### src/rtl/tlvx_pkg.sv
// Shared types and constants for the subrecord tag extractor.
package tlvx_pkg;

    localparam int TagW    = 32;
    localparam int WordW   = 32;
    localparam int CfgIdxW = 2;

    localparam logic [TagW-1:0] TARGET_TAG_RESET      = 32'h434C_4358;
    localparam logic [TagW-1:0] SIZE_PREFIX_TAG_RESET = 32'h5858_5858;

    localparam logic [CfgIdxW-1:0] CFG_TARGET_TAG      = 2'd0;
    localparam logic [CfgIdxW-1:0] CFG_SIZE_PREFIX_TAG = 2'd1;

    localparam logic [1:0] ST_FOUND     = 2'd0;
    localparam logic [1:0] ST_NOTFOUND  = 2'd1;
    localparam logic [1:0] ST_TRUNCATED = 2'd2;

    typedef enum logic [4:0] {
        PH_HEADER = 5'b00001,
        PH_SKIP   = 5'b00010,
        PH_SIZE   = 5'b00100,
        PH_TARGET = 5'b01000,
        PH_DRAIN  = 5'b10000
    } phase_t;

    typedef struct packed {
        logic [7:0] data_byte;
        logic       last_byte;
    } byte_item_t;

    typedef struct packed {
        logic [1:0]              status;
        logic signed [WordW-1:0] coord_x;
        logic signed [WordW-1:0] coord_y;
        logic [WordW-1:0]        cell_flags;
    } result_t;

    typedef struct packed {
        logic [TagW-1:0] target_tag;
        logic [TagW-1:0] size_prefix_tag;
    } tag_cfg_t;

endpackage

### src/rtl/tlvx_in_stage.sv
// Input register stage: holds one byte transfer until the parser takes it.
module tlvx_in_stage
    import tlvx_pkg::*;
(
    input  logic       aclk,
    input  logic       aresetn,
    input  logic       s_valid,
    output logic       s_ready,
    input  byte_item_t s_item,
    input  logic       take_i,
    output logic       valid_o,
    output byte_item_t item_o
);

    logic       valid_reg;
    byte_item_t item_reg;

    assign s_ready = !valid_reg || take_i;
    assign valid_o = valid_reg;
    assign item_o  = item_reg;

    always_ff @(posedge aclk) begin
        if (!aresetn) begin
            valid_reg <= 1'b0;
        end else if (s_ready) begin
            valid_reg <= s_valid;
        end
    end

    always_ff @(posedge aclk) begin
        if (s_ready && s_valid) begin
            item_reg <= s_item;
        end
    end

endmodule

### src/rtl/tlvx_parser.sv
// Subrecord parse state and its per-byte next-state logic.
module tlvx_parser
    import tlvx_pkg::*;
(
    input  logic       aclk,
    input  logic       aresetn,
    input  logic       advance_i,
    input  byte_item_t item_i,
    input  tag_cfg_t   cfg_i,
    output logic       res_valid_o,
    output result_t    res_o
);

    phase_t           phase_reg, phase_next;
    logic [2:0]       header_count_reg, header_count_next;
    logic [TagW-1:0]  tag_shift_reg, tag_shift_next;
    logic [15:0]      length_low_reg, length_low_next;
    logic [31:0]      payload_left_reg, payload_left_next;
    logic [31:0]      pending_big_reg, pending_big_next;
    logic [WordW-1:0] capture_reg [3];
    logic [WordW-1:0] capture_next [3];
    logic [3:0]       payload_taken_reg, payload_taken_next;

    logic [31:0] size;
    phase_t      kind;
    logic        found;
    logic [7:0]  b;

    assign b = item_i.data_byte;

    always_comb begin
        phase_next         = phase_reg;
        header_count_next  = header_count_reg;
        tag_shift_next     = tag_shift_reg;
        length_low_next    = length_low_reg;
        payload_left_next  = payload_left_reg;
        pending_big_next   = pending_big_reg;
        capture_next       = capture_reg;
        payload_taken_next = payload_taken_reg;
        size               = pending_big_reg != 32'd0 ? pending_big_reg
                                                      : {16'h0000, b, length_low_reg[7:0]};
        kind               = PH_SKIP;
        found              = 1'b0;
        res_valid_o        = 1'b0;
        res_o              = '0;

        unique case (phase_reg) inside
            PH_DRAIN: begin
            end
            PH_HEADER: begin
                if (header_count_reg < 3'd4) begin
                    tag_shift_next[8*header_count_reg[1:0] +: 8] = b;
                end else if (header_count_reg == 3'd4) begin
                    length_low_next = {8'h00, b};
                end else begin
                    length_low_next[15:8] = b;
                end
                if (header_count_reg == 3'd5) begin
                    // Size-prefix rule wins when both tags match.
                    if (tag_shift_reg == cfg_i.size_prefix_tag) begin
                        if (size == 32'd4) begin
                            kind = PH_SIZE;
                        end
                    end else if (tag_shift_reg == cfg_i.target_tag) begin
                        if (size >= 32'd12) begin
                            kind = PH_TARGET;
                        end
                    end
                    header_count_next  = 3'd0;
                    tag_shift_next     = '0;
                    length_low_next    = '0;
                    pending_big_next   = '0;
                    payload_left_next  = size;
                    payload_taken_next = 4'd0;
                    phase_next         = (size == 32'd0) ? PH_HEADER : kind;
                end else begin
                    header_count_next = header_count_reg + 3'd1;
                end
            end
            PH_SKIP, PH_SIZE, PH_TARGET: begin
                if (payload_taken_reg < 4'd12) begin
                    if (phase_reg == PH_TARGET) begin
                        capture_next[payload_taken_reg[3:2]][8*payload_taken_reg[1:0] +: 8] = b;
                    end else if (phase_reg == PH_SIZE && payload_taken_reg < 4'd4) begin
                        pending_big_next[8*payload_taken_reg[1:0] +: 8] = b;
                    end
                    payload_taken_next = payload_taken_reg + 4'd1;
                end
                payload_left_next = payload_left_reg - 32'd1;
                if (payload_left_reg == 32'd1) begin
                    if (phase_reg == PH_TARGET) begin
                        found      = 1'b1;
                        phase_next = PH_DRAIN;
                    end else begin
                        phase_next = PH_HEADER;
                    end
                end
            end
            default: begin
                phase_next = PH_HEADER;
            end
        endcase

        if (found) begin
            res_valid_o      = 1'b1;
            res_o.status     = ST_FOUND;
            res_o.coord_x    = capture_next[0];
            res_o.coord_y    = capture_next[1];
            res_o.cell_flags = capture_next[2];
        end else if (item_i.last_byte && phase_reg != PH_DRAIN) begin
            res_valid_o  = 1'b1;
            res_o.status = (phase_next == PH_HEADER) ? ST_NOTFOUND : ST_TRUNCATED;
        end

        // Buffer end: drop all parse state for the next buffer.
        if (item_i.last_byte) begin
            phase_next         = PH_HEADER;
            header_count_next  = '0;
            tag_shift_next     = '0;
            length_low_next    = '0;
            payload_left_next  = '0;
            pending_big_next   = '0;
            payload_taken_next = '0;
        end
    end

    always_ff @(posedge aclk) begin
        if (!aresetn) begin
            phase_reg         <= PH_HEADER;
            header_count_reg  <= '0;
            tag_shift_reg     <= '0;
            length_low_reg    <= '0;
            payload_left_reg  <= '0;
            pending_big_reg   <= '0;
            payload_taken_reg <= '0;
        end else if (advance_i) begin
            phase_reg         <= phase_next;
            header_count_reg  <= header_count_next;
            tag_shift_reg     <= tag_shift_next;
            length_low_reg    <= length_low_next;
            payload_left_reg  <= payload_left_next;
            pending_big_reg   <= pending_big_next;
            payload_taken_reg <= payload_taken_next;
        end
    end

    always_ff @(posedge aclk) begin
        if (advance_i) begin
            capture_reg <= capture_next;
        end
    end

endmodule

### src/rtl/tlvx_out_stage.sv
// Result register: holds one result until the downstream transfer completes.
module tlvx_out_stage
    import tlvx_pkg::*;
(
    input  logic    aclk,
    input  logic    aresetn,
    input  logic    load_i,
    input  result_t res_i,
    output logic    slot_free_o,
    output logic    m_valid,
    input  logic    m_ready,
    output result_t res_o
);

    logic    valid_reg;
    result_t res_reg;

    assign slot_free_o = !valid_reg || m_ready;
    assign m_valid     = valid_reg;
    assign res_o       = res_reg;

    always_ff @(posedge aclk) begin
        if (!aresetn) begin
            valid_reg <= 1'b0;
        end else if (slot_free_o) begin
            valid_reg <= load_i;
        end
    end

    always_ff @(posedge aclk) begin
        if (load_i) begin
            res_reg <= res_i;
        end
    end

endmodule

### src/rtl/tlv_subrecord_tag_extractor.sv
// Top level: subrecord tag extractor with config registers and I/O stages.
// A byte waits in the input register; its result, if any, goes to the result register.
// Throughput: one byte per cycle while m_ready is high; the parse recurrence
// (header counter, payload down-counter, tag compares) is combinational logic.
// A full result register with m_ready low stalls the input after one buffered byte.
// Reset: synchronous, active low; clears parse state and stage valids, loads default tags.
module tlv_subrecord_tag_extractor
    import tlvx_pkg::*;
(
    input  logic                      aclk,
    input  logic                      aresetn,
    // Byte stream
    input  logic                      s_valid,
    output logic                      s_ready,
    input  logic [7:0]                s_data_byte,
    input  logic                      s_last_byte,
    // Result
    output logic                      m_valid,
    input  logic                      m_ready,
    output logic [1:0]                m_status,
    output logic signed [WordW-1:0]   m_coord_x,
    output logic signed [WordW-1:0]   m_coord_y,
    output logic [WordW-1:0]          m_cell_flags,
    // Configuration writes
    input  logic                      cfg_valid,
    output logic                      cfg_ready,
    input  logic [CfgIdxW-1:0]        cfg_index,
    input  logic [TagW-1:0]           cfg_data
);

    tag_cfg_t   cfg_reg;
    byte_item_t s_item;
    byte_item_t in_item;
    logic       in_valid;
    logic       slot_free;
    logic       advance;
    logic       res_valid;
    result_t    res_comb;
    result_t    res_out;

    // Configuration: always ready; writes to unknown indexes are dropped.
    assign cfg_ready = 1'b1;

    always_ff @(posedge aclk) begin
        if (!aresetn) begin
            cfg_reg.target_tag      <= TARGET_TAG_RESET;
            cfg_reg.size_prefix_tag <= SIZE_PREFIX_TAG_RESET;
        end else if (cfg_valid) begin
            unique case (cfg_index)
                CFG_TARGET_TAG:      cfg_reg.target_tag      <= cfg_data;
                CFG_SIZE_PREFIX_TAG: cfg_reg.size_prefix_tag <= cfg_data;
                default: begin
                end
            endcase
        end
    end

    assign s_item.data_byte = s_data_byte;
    assign s_item.last_byte = s_last_byte;

    // Advance the parser whenever a byte is buffered and the result slot can
    // take a new result (or is being drained this cycle).
    assign advance = in_valid && slot_free;

    tlvx_in_stage u_in_stage (
        .aclk    (aclk),
        .aresetn (aresetn),
        .s_valid (s_valid),
        .s_ready (s_ready),
        .s_item  (s_item),
        .take_i  (advance),
        .valid_o (in_valid),
        .item_o  (in_item)
    );

    tlvx_parser u_parser (
        .aclk        (aclk),
        .aresetn     (aresetn),
        .advance_i   (advance),
        .item_i      (in_item),
        .cfg_i       (cfg_reg),
        .res_valid_o (res_valid),
        .res_o       (res_comb)
    );

    // Load a result only on bytes that produce one.
    tlvx_out_stage u_out_stage (
        .aclk        (aclk),
        .aresetn     (aresetn),
        .load_i      (advance && res_valid),
        .res_i       (res_comb),
        .slot_free_o (slot_free),
        .m_valid     (m_valid),
        .m_ready     (m_ready),
        .res_o       (res_out)
    );

    assign m_status     = res_out.status;
    assign m_coord_x    = res_out.coord_x;
    assign m_coord_y    = res_out.coord_y;
    assign m_cell_flags = res_out.cell_flags;

`ifndef SYNTH
    // Words are only carried on a found result.
    a_words_zero_unless_found: assert property (@(posedge aclk) disable iff (!aresetn)
        m_valid && m_status != ST_FOUND |->
            m_coord_x == '0 && m_coord_y == '0 && m_cell_flags == '0)
        else $error("result words nonzero on a non-found status");

    // Status is one of the three defined codes.
    a_status_code: assert property (@(posedge aclk) disable iff (!aresetn)
        m_valid |-> (m_status == ST_FOUND || m_status == ST_NOTFOUND ||
                     m_status == ST_TRUNCATED))
        else $error("undefined status code");

    // The input only stalls behind a held result.
    a_stall_cause: assert property (@(posedge aclk) disable iff (!aresetn)
        !s_ready |-> m_valid && !m_ready)
        else $error("input stalled without downstream backpressure");
`endif

endmodule
### config.mk
export PLATFORM = sky130hd
export DESIGN_NAME = tlv_subrecord_tag_extractor
export DESIGN_NICKNAME = d
export VERILOG_FILES = /design/src/rtl/tlvx_pkg.sv /design/src/rtl/tlvx_in_stage.sv /design/src/rtl/tlvx_parser.sv /design/src/rtl/tlvx_out_stage.sv /design/src/rtl/tlv_subrecord_tag_extractor.sv
export SDC_FILE = /design/constraint.sdc
export NUM_CORES = 1
export LEC_CHECK = 0
export BUFFER_PORTS_ARGS = -buffer_cell sky130_fd_sc_hd__buf_2
export CAP_MARGIN = 30
export CORE_MARGIN = 3
export CORE_UTILIZATION = 35
export CTS_CLUSTER_SIZE = 24
export DETAILED_ROUTE_END_ITERATION = 10
export GPL_TIMING_DRIVEN = 1
export HOLD_SLACK_MARGIN = 0.03
export PLACE_DENSITY = 0.56
export SYNTH_ARGS = -nofsm -noshare
export SYNTH_HDL_FRONTEND = slang
export SYNTH_HIERARCHICAL = 1
export SYNTH_SLANG_ARGS = --single-unit
### constraint.sdc
create_clock -name aclk -period 6.1 [get_ports aclk]
set_input_delay 0.305 -clock aclk [delete_from_list [all_inputs] [get_ports aclk]]
set_output_delay 0.305 -clock aclk [all_outputs]
set_load 0.05 [all_outputs]
---- After elaboration in Yosys (flattened, before gate mapping) ----
Cells that the tools add are included.
word-level totals
  register bits after elaboration ......... 385
  latch bits .............................. 0
  RAM bits ................................ 0
  bits in read-only memories .............. 0
  input port bits ......................... 48
  output and inout bits ................... 101
  logic and storage cells ................. 133
  memories kept ........................... 0
cells by class
  $add $sub $neg .......................... 5
  multiply operators ...................... 0
  divide/modulo/power cells ............... 0
  order comparisons ....................... 6
  equal/unequal tests ..................... 19
  shift-type cells ........................ 4
  muxes and demuxes ....................... 50
  bitwise logic cells ..................... 2
  reduce and logical (&&, ||, !) cells .... 27
operators with widths
  cell                                                                                   count
  32-bit two-way mux                                                                     13
  96-bit two-way mux                                                                     3
  32-bit one-hot mux with 2 select lines                                                 2
  96-bit bitwise mux                                                                     1
  5-bit negation with 34-bit output                                                      2
  8-bit by 34-bit variable shift with 32-bit output (first input constant)               2
  8-bit by 34-bit variable part select with 32-bit output                                2
  32-bit bitwise mux                                                                     2
  32-bit demux with 2-bit select                                                         1
  32-bit equality test                                                                   2
  8-bit two-way mux                                                                      5
  5-bit two-way mux                                                                      7
  32-bit by 1-bit equality test with 1-bit output (second input constant)                1
  32-bit by 3-bit equality test with 1-bit output (second input constant)                1
  32-bit by 4-bit greater-or-equal comparator with 1-bit output (second input constant)  1
  32-bit logical NOT                                                                     1
  32-bit nonzero test                                                                    1
  32-bit by 1-bit subtractor with 32-bit output (second input constant)                  1
  4-bit two-way mux                                                                      4
  5-bit one-hot mux with 3 select lines                                                  1
  3-bit two-way mux                                                                      4
  5-bit by 1-bit equality test with 1-bit output (second input constant)                 2
  3-bit != test (second input constant)                                                  3
  3-bit nonzero test                                                                     3
  31 further kinds                                                                       48

---- Logic depth before layout (Yosys ltp) ----
  depth after elaboration ................. 11
  gate-level depth with buffers ........... 11
  mapped depth without buffers ............ 8

---- By module ----
The synthesis kept the hierarchy.
modules (own cells, without submodules)
  module                       times used  cells an instance  area each (um^2)  seq. area each (um^2)
  tlvx_parser                  1           1306               11322.1           5205.0
  tlvx_out_stage               1           102                2991.6            2962.8
  tlv_subrecord_tag_extractor  1           264                2600.0            1281.2
  tlvx_in_stage                1           14                 327.8             290.3

---- Worst setup path before layout ----
Ideal clock, no wire load.
  path kind ............................... reg-to-reg
  start ................................... reg u_parser.payload_left_reg[19]
  end ..................................... reg u_out_stage.res_reg (netlist bit u_out_stage/res_o[0]) (enable)
  setup time .............................. 0.469 ns
  arrival time ............................ 4.658 ns
  data required time ...................... 5.631 ns
  path slack .............................. 0.973 ns
  stages on the path, launching flop included .. 10
  buffers on the path ..................... 3
  clock period less this slack ............ 5.127 ns
  cells stage by stage .................... dfxtp_1 or4_1 buf_2 or4_4 nor4_4 nand4_4 buf_6 buf_6 nand2_1 and3_1
on the way
  longest elaborated chain between the ends .. 5
ends and longest elaborated chain
  what                                             line                               source
  start, declared                                  tlvx_parser.sv:18                  logic [31:0] payload_left_reg, payload_left_next;
  start signal, assigned                           tlvx_parser.sv:141                 payload_left_reg <= payload_left_next;
  32-bit by 1-bit equality test with 1-bit output  tlvx_parser.sv:90                  if (payload_left_reg == 32'd1) begin
  1-bit two-way mux                                tlvx_parser.sv:90
  1-bit two-way mux                                tlvx_parser.sv:47                  unique case (phase_reg) inside
  1-bit two-way mux                                tlvx_parser.sv:104                 if (found) begin
  via res_valid                                    tlv_subrecord_tag_extractor.sv:37  logic res_valid;
  1-bit logical AND                                tlv_subrecord_tag_extractor.sv:90  .load_i (advance && res_valid),
  end signal, assigned                             tlvx_out_stage.sv:32               res_reg <= res_i;
  end, declared                                    tlvx_out_stage.sv:16               result_t res_reg;
The timed path passes the listed nets, and every way through them passes these cells.
A chain may end at the register's enable or synchronous reset.

---- Worst setup path after layout ----
  start ................................... reg u_parser.payload_left_reg[19]
  end ..................................... reg u_out_stage.res_reg (netlist bit u_out_stage/res_o[17]) (enable)
Same word-level chain as after synthesis.

==> flow_summary.toml <==
[worst_setup_path]
path_class = "reg2reg"
crit_required_ns = 6.32
r2r_cells = 9
worst_setup_path_start_kind = "register"
cp_max_fo = 42
end_kind = "register"
arrival_ns = 4.19

[sta]
setup_tns_ns = 0
fmax_mhz = 252
fin_crit_ns = 3.97
hold_viol = 0
fin_skew_ns = 0.0292
worstMarginPinSlew_ns = 0.940
setup_violations = 0
holdWs_ns = 0.0642
period_share_pct = 65.0
slew_viol_final = 0
rsz0062_at_grt = "false"
slew-limit-headroom_pct = 37.2

[clocking]
cts_made_buffers = 44
clockRootBuffer = "clkbuf_16"
clkTransAtPathRegs_ns = 0.06
clk_latency_ns = 0.58
clock_path_buffers = 3
clock-sinks = 385
cts_tree = "yes"
htreeDepth = 2

[cells_and_area]
final_common_cell = "nand2_1"
stdcell_area_um2 = 20400
syn_to_final_growth_pct = 18.2
drive_gt1_share_pct = 14.3
fin_nets = 1903
final_util_pct = 42.2
antenna_cells = 0
layout_common_cells = "nand2_1, edfxtp_1, dfxtp_1"
largest_reg_flops = 98
fin_cells = 2533

[logic_synthesis]
synth-edff-count = 203
syn_nets = 1745
synth_top_flop_cell = "edfxtp_1"
ys_seq_elements = 385
yosysWarnings = 6
async_reset_ff_share_pct = 0
synth_area_per_cell_um2 = 10.2
syn_area_um2 = 17200
yosysUniqueCellTypes = 73
synth_seq_area_share_pct = 56.5
synth_cells = 1686

[route]
drt_iter0_drc = 1217
wl_per_cell_um = 19.0
firstDrtPassIters = 5
routed_via_density = 5.28
wirelength_um = 48100
ant_nets = 0
vias = 13365
route.detailed.drc = 0

[global_routing]
busiest_layer = "met2"
overflow = 0
use_met1_pct = 25.0
grt_util_met2_pct = 28.3
antenna_found_initial = 0
grt_pass1_wl_um = 75100
grt_max_degree = 78
grtUsageMet3_pct = 3.39
track_usage_pct = 18.0
grt_pass1_vias = 13055

[placed_design]
placed_cell_area_um2 = 18600
gp_congestion = 0.861
port_buffers = 147
dp_hpwl_um = 32100
dp_cells = 2416

[pwr]
ir_worst_vdd_mv = 0.196
power_density_nw_per_um2 = 285
p_leak_nw = 7.57

[floorplanning]
start_util_pct = 35.7
die_h_um = 228
io_pins = 149
rows = 80
die_width_um = 228
dieArea_um2 = 52000
coreArea_um2 = 48200

[worst_hold_path]
min_path_cells = 3
hold_class = "in2reg"

[job]
drv_cap = 0

[status]
outcome = "completed"
[cell type report]
type	instances	area, um^2
clock inverters	22	188
well taps	656	821
flip-flops and latches	385	9740
clock buffers	57	1190
multi-input cells	1178	7000
repair buffers	213	1360
inverters	22	82.6
fillers	4736	27900
[cell usage after synthesis, types with 6 or more instances]
master | n | area share [%]
edfxtp_1 | 203 | 35
nand4b_1 | 6 | 0.30
nand4_1 | 19 | 0.69
a21oi_1 | 89 | 2.6
o211ai_1 | 13 | 0.57
nor4_1 | 30 | 1.1
mux2i_1 | 55 | 3.2
a22oi_1 | 6 | 0.26
a22o_1 | 18 | 0.91
nor3_1 | 17 | 0.49
and3_1 | 8 | 0.29
buf_6 | 6 | 0.39
xor2_1 | 37 | 1.9
dfxtp_1 | 182 | 21
inv_1 | 22 | 0.48
nor3b_1 | 7 | 0.30
xnor2_1 | 33 | 1.7
nor2b_1 | 91 | 3.3
o21ai_0 | 104 | 3.0
nand3_1 | 92 | 2.7
buf_2 | 8 | 0.23
or4_1 | 8 | 0.35
ha_1 | 11 | 0.80
and2_1 | 24 | 0.87
clkbuf_1 | 78 | 1.7
a211o_1 | 11 | 0.56
a32o_1 | 21 | 1.2
nand2_1 | 309 | 6.7
nor2_1 | 63 | 1.4
a32oi_1 | 9 | 0.46
a21oi_2 | 9 | 0.46
[metal layers]
metal	wire (um)	vias to the layer above	part of all wire, %
met5	0	-	0
met4	1320	0	2.7
met3	3040	81	6.3
met2	21600	431	45
met1	22100	6447	46
li1	-	6406	-
[worst max-delay path: stages, from the launching register on]
cell and delay [ns]:
dfxtp_1 0.37, or4_1 0.65, or4_4 0.51, nor4_4 0.34
nand4_4 0.12, buf_4 0.28, nand2_1 0.11, and3_4 0.48
buf_12 0.30, buf_4 0.40
[cell families after synthesis]
kind of cell	after synthesis	share of synthesized area, %
and+or+nand+nor	709	20.5
DFF	385	56.5
AOI/OAI and AO/OA	332	12.4
buffers and inverters	123	3.07
xor gates and xnor gates	70	3.56
muxes	55	3.19
adders and majority gates	11	0.798
other	1	0.0217
[path summary, 6_finish.rpt]
| path | start | to | slack (ns) |
|---|---|---|---|
| worst min register to register | u_parser/length_low_reg[3]$_SDFFE_PN0P_ | u_parser/length_low_reg[3]$_SDFFE_PN0P_ | 0.47 |
| worst max register to register | u_parser/payload_left_reg[19]$_SDFFE_PN0P_ | u_out_stage/res_o[17]$_DFFE_PP_ | 2.13 |
| worst max-delay path | u_parser/payload_left_reg[19]$_SDFFE_PN0P_ | u_out_stage/res_o[17]$_DFFE_PP_ | 2.13 |
| worst min-delay path | cfg_data[5] | cfg_reg[5]$_SDFFE_PN0P_ | 0.06 |
[where the power goes]
part / total, mW / switching, mW / internal, mW
Clock: 2.54 / 1.07 / 1.47
Sequential: 2.81 / 0.0324 / 2.78
Combinational: 0.444 / 0.327 / 0.117
[timing repair]
item                                   CTS  global route
buffers inserted                         0             0
gates resized for setup                  0             0
hold buffers                            37             0
endpoints found under the hold margin   54             0
[per-stage QoR]
step / power (mW) / setup slack, ns
2_1_floorplan: 3.15 / 0.973
3_3_place_gp: 3.29 / 1.69
3_5_place_dp: 3.29 / 1.92
4_1_cts: 5.86 / 1.88
5_1_grt: 6.00 / 1.95
6_report: 5.80 / 2.13
(Power assumes the default switching activity.)
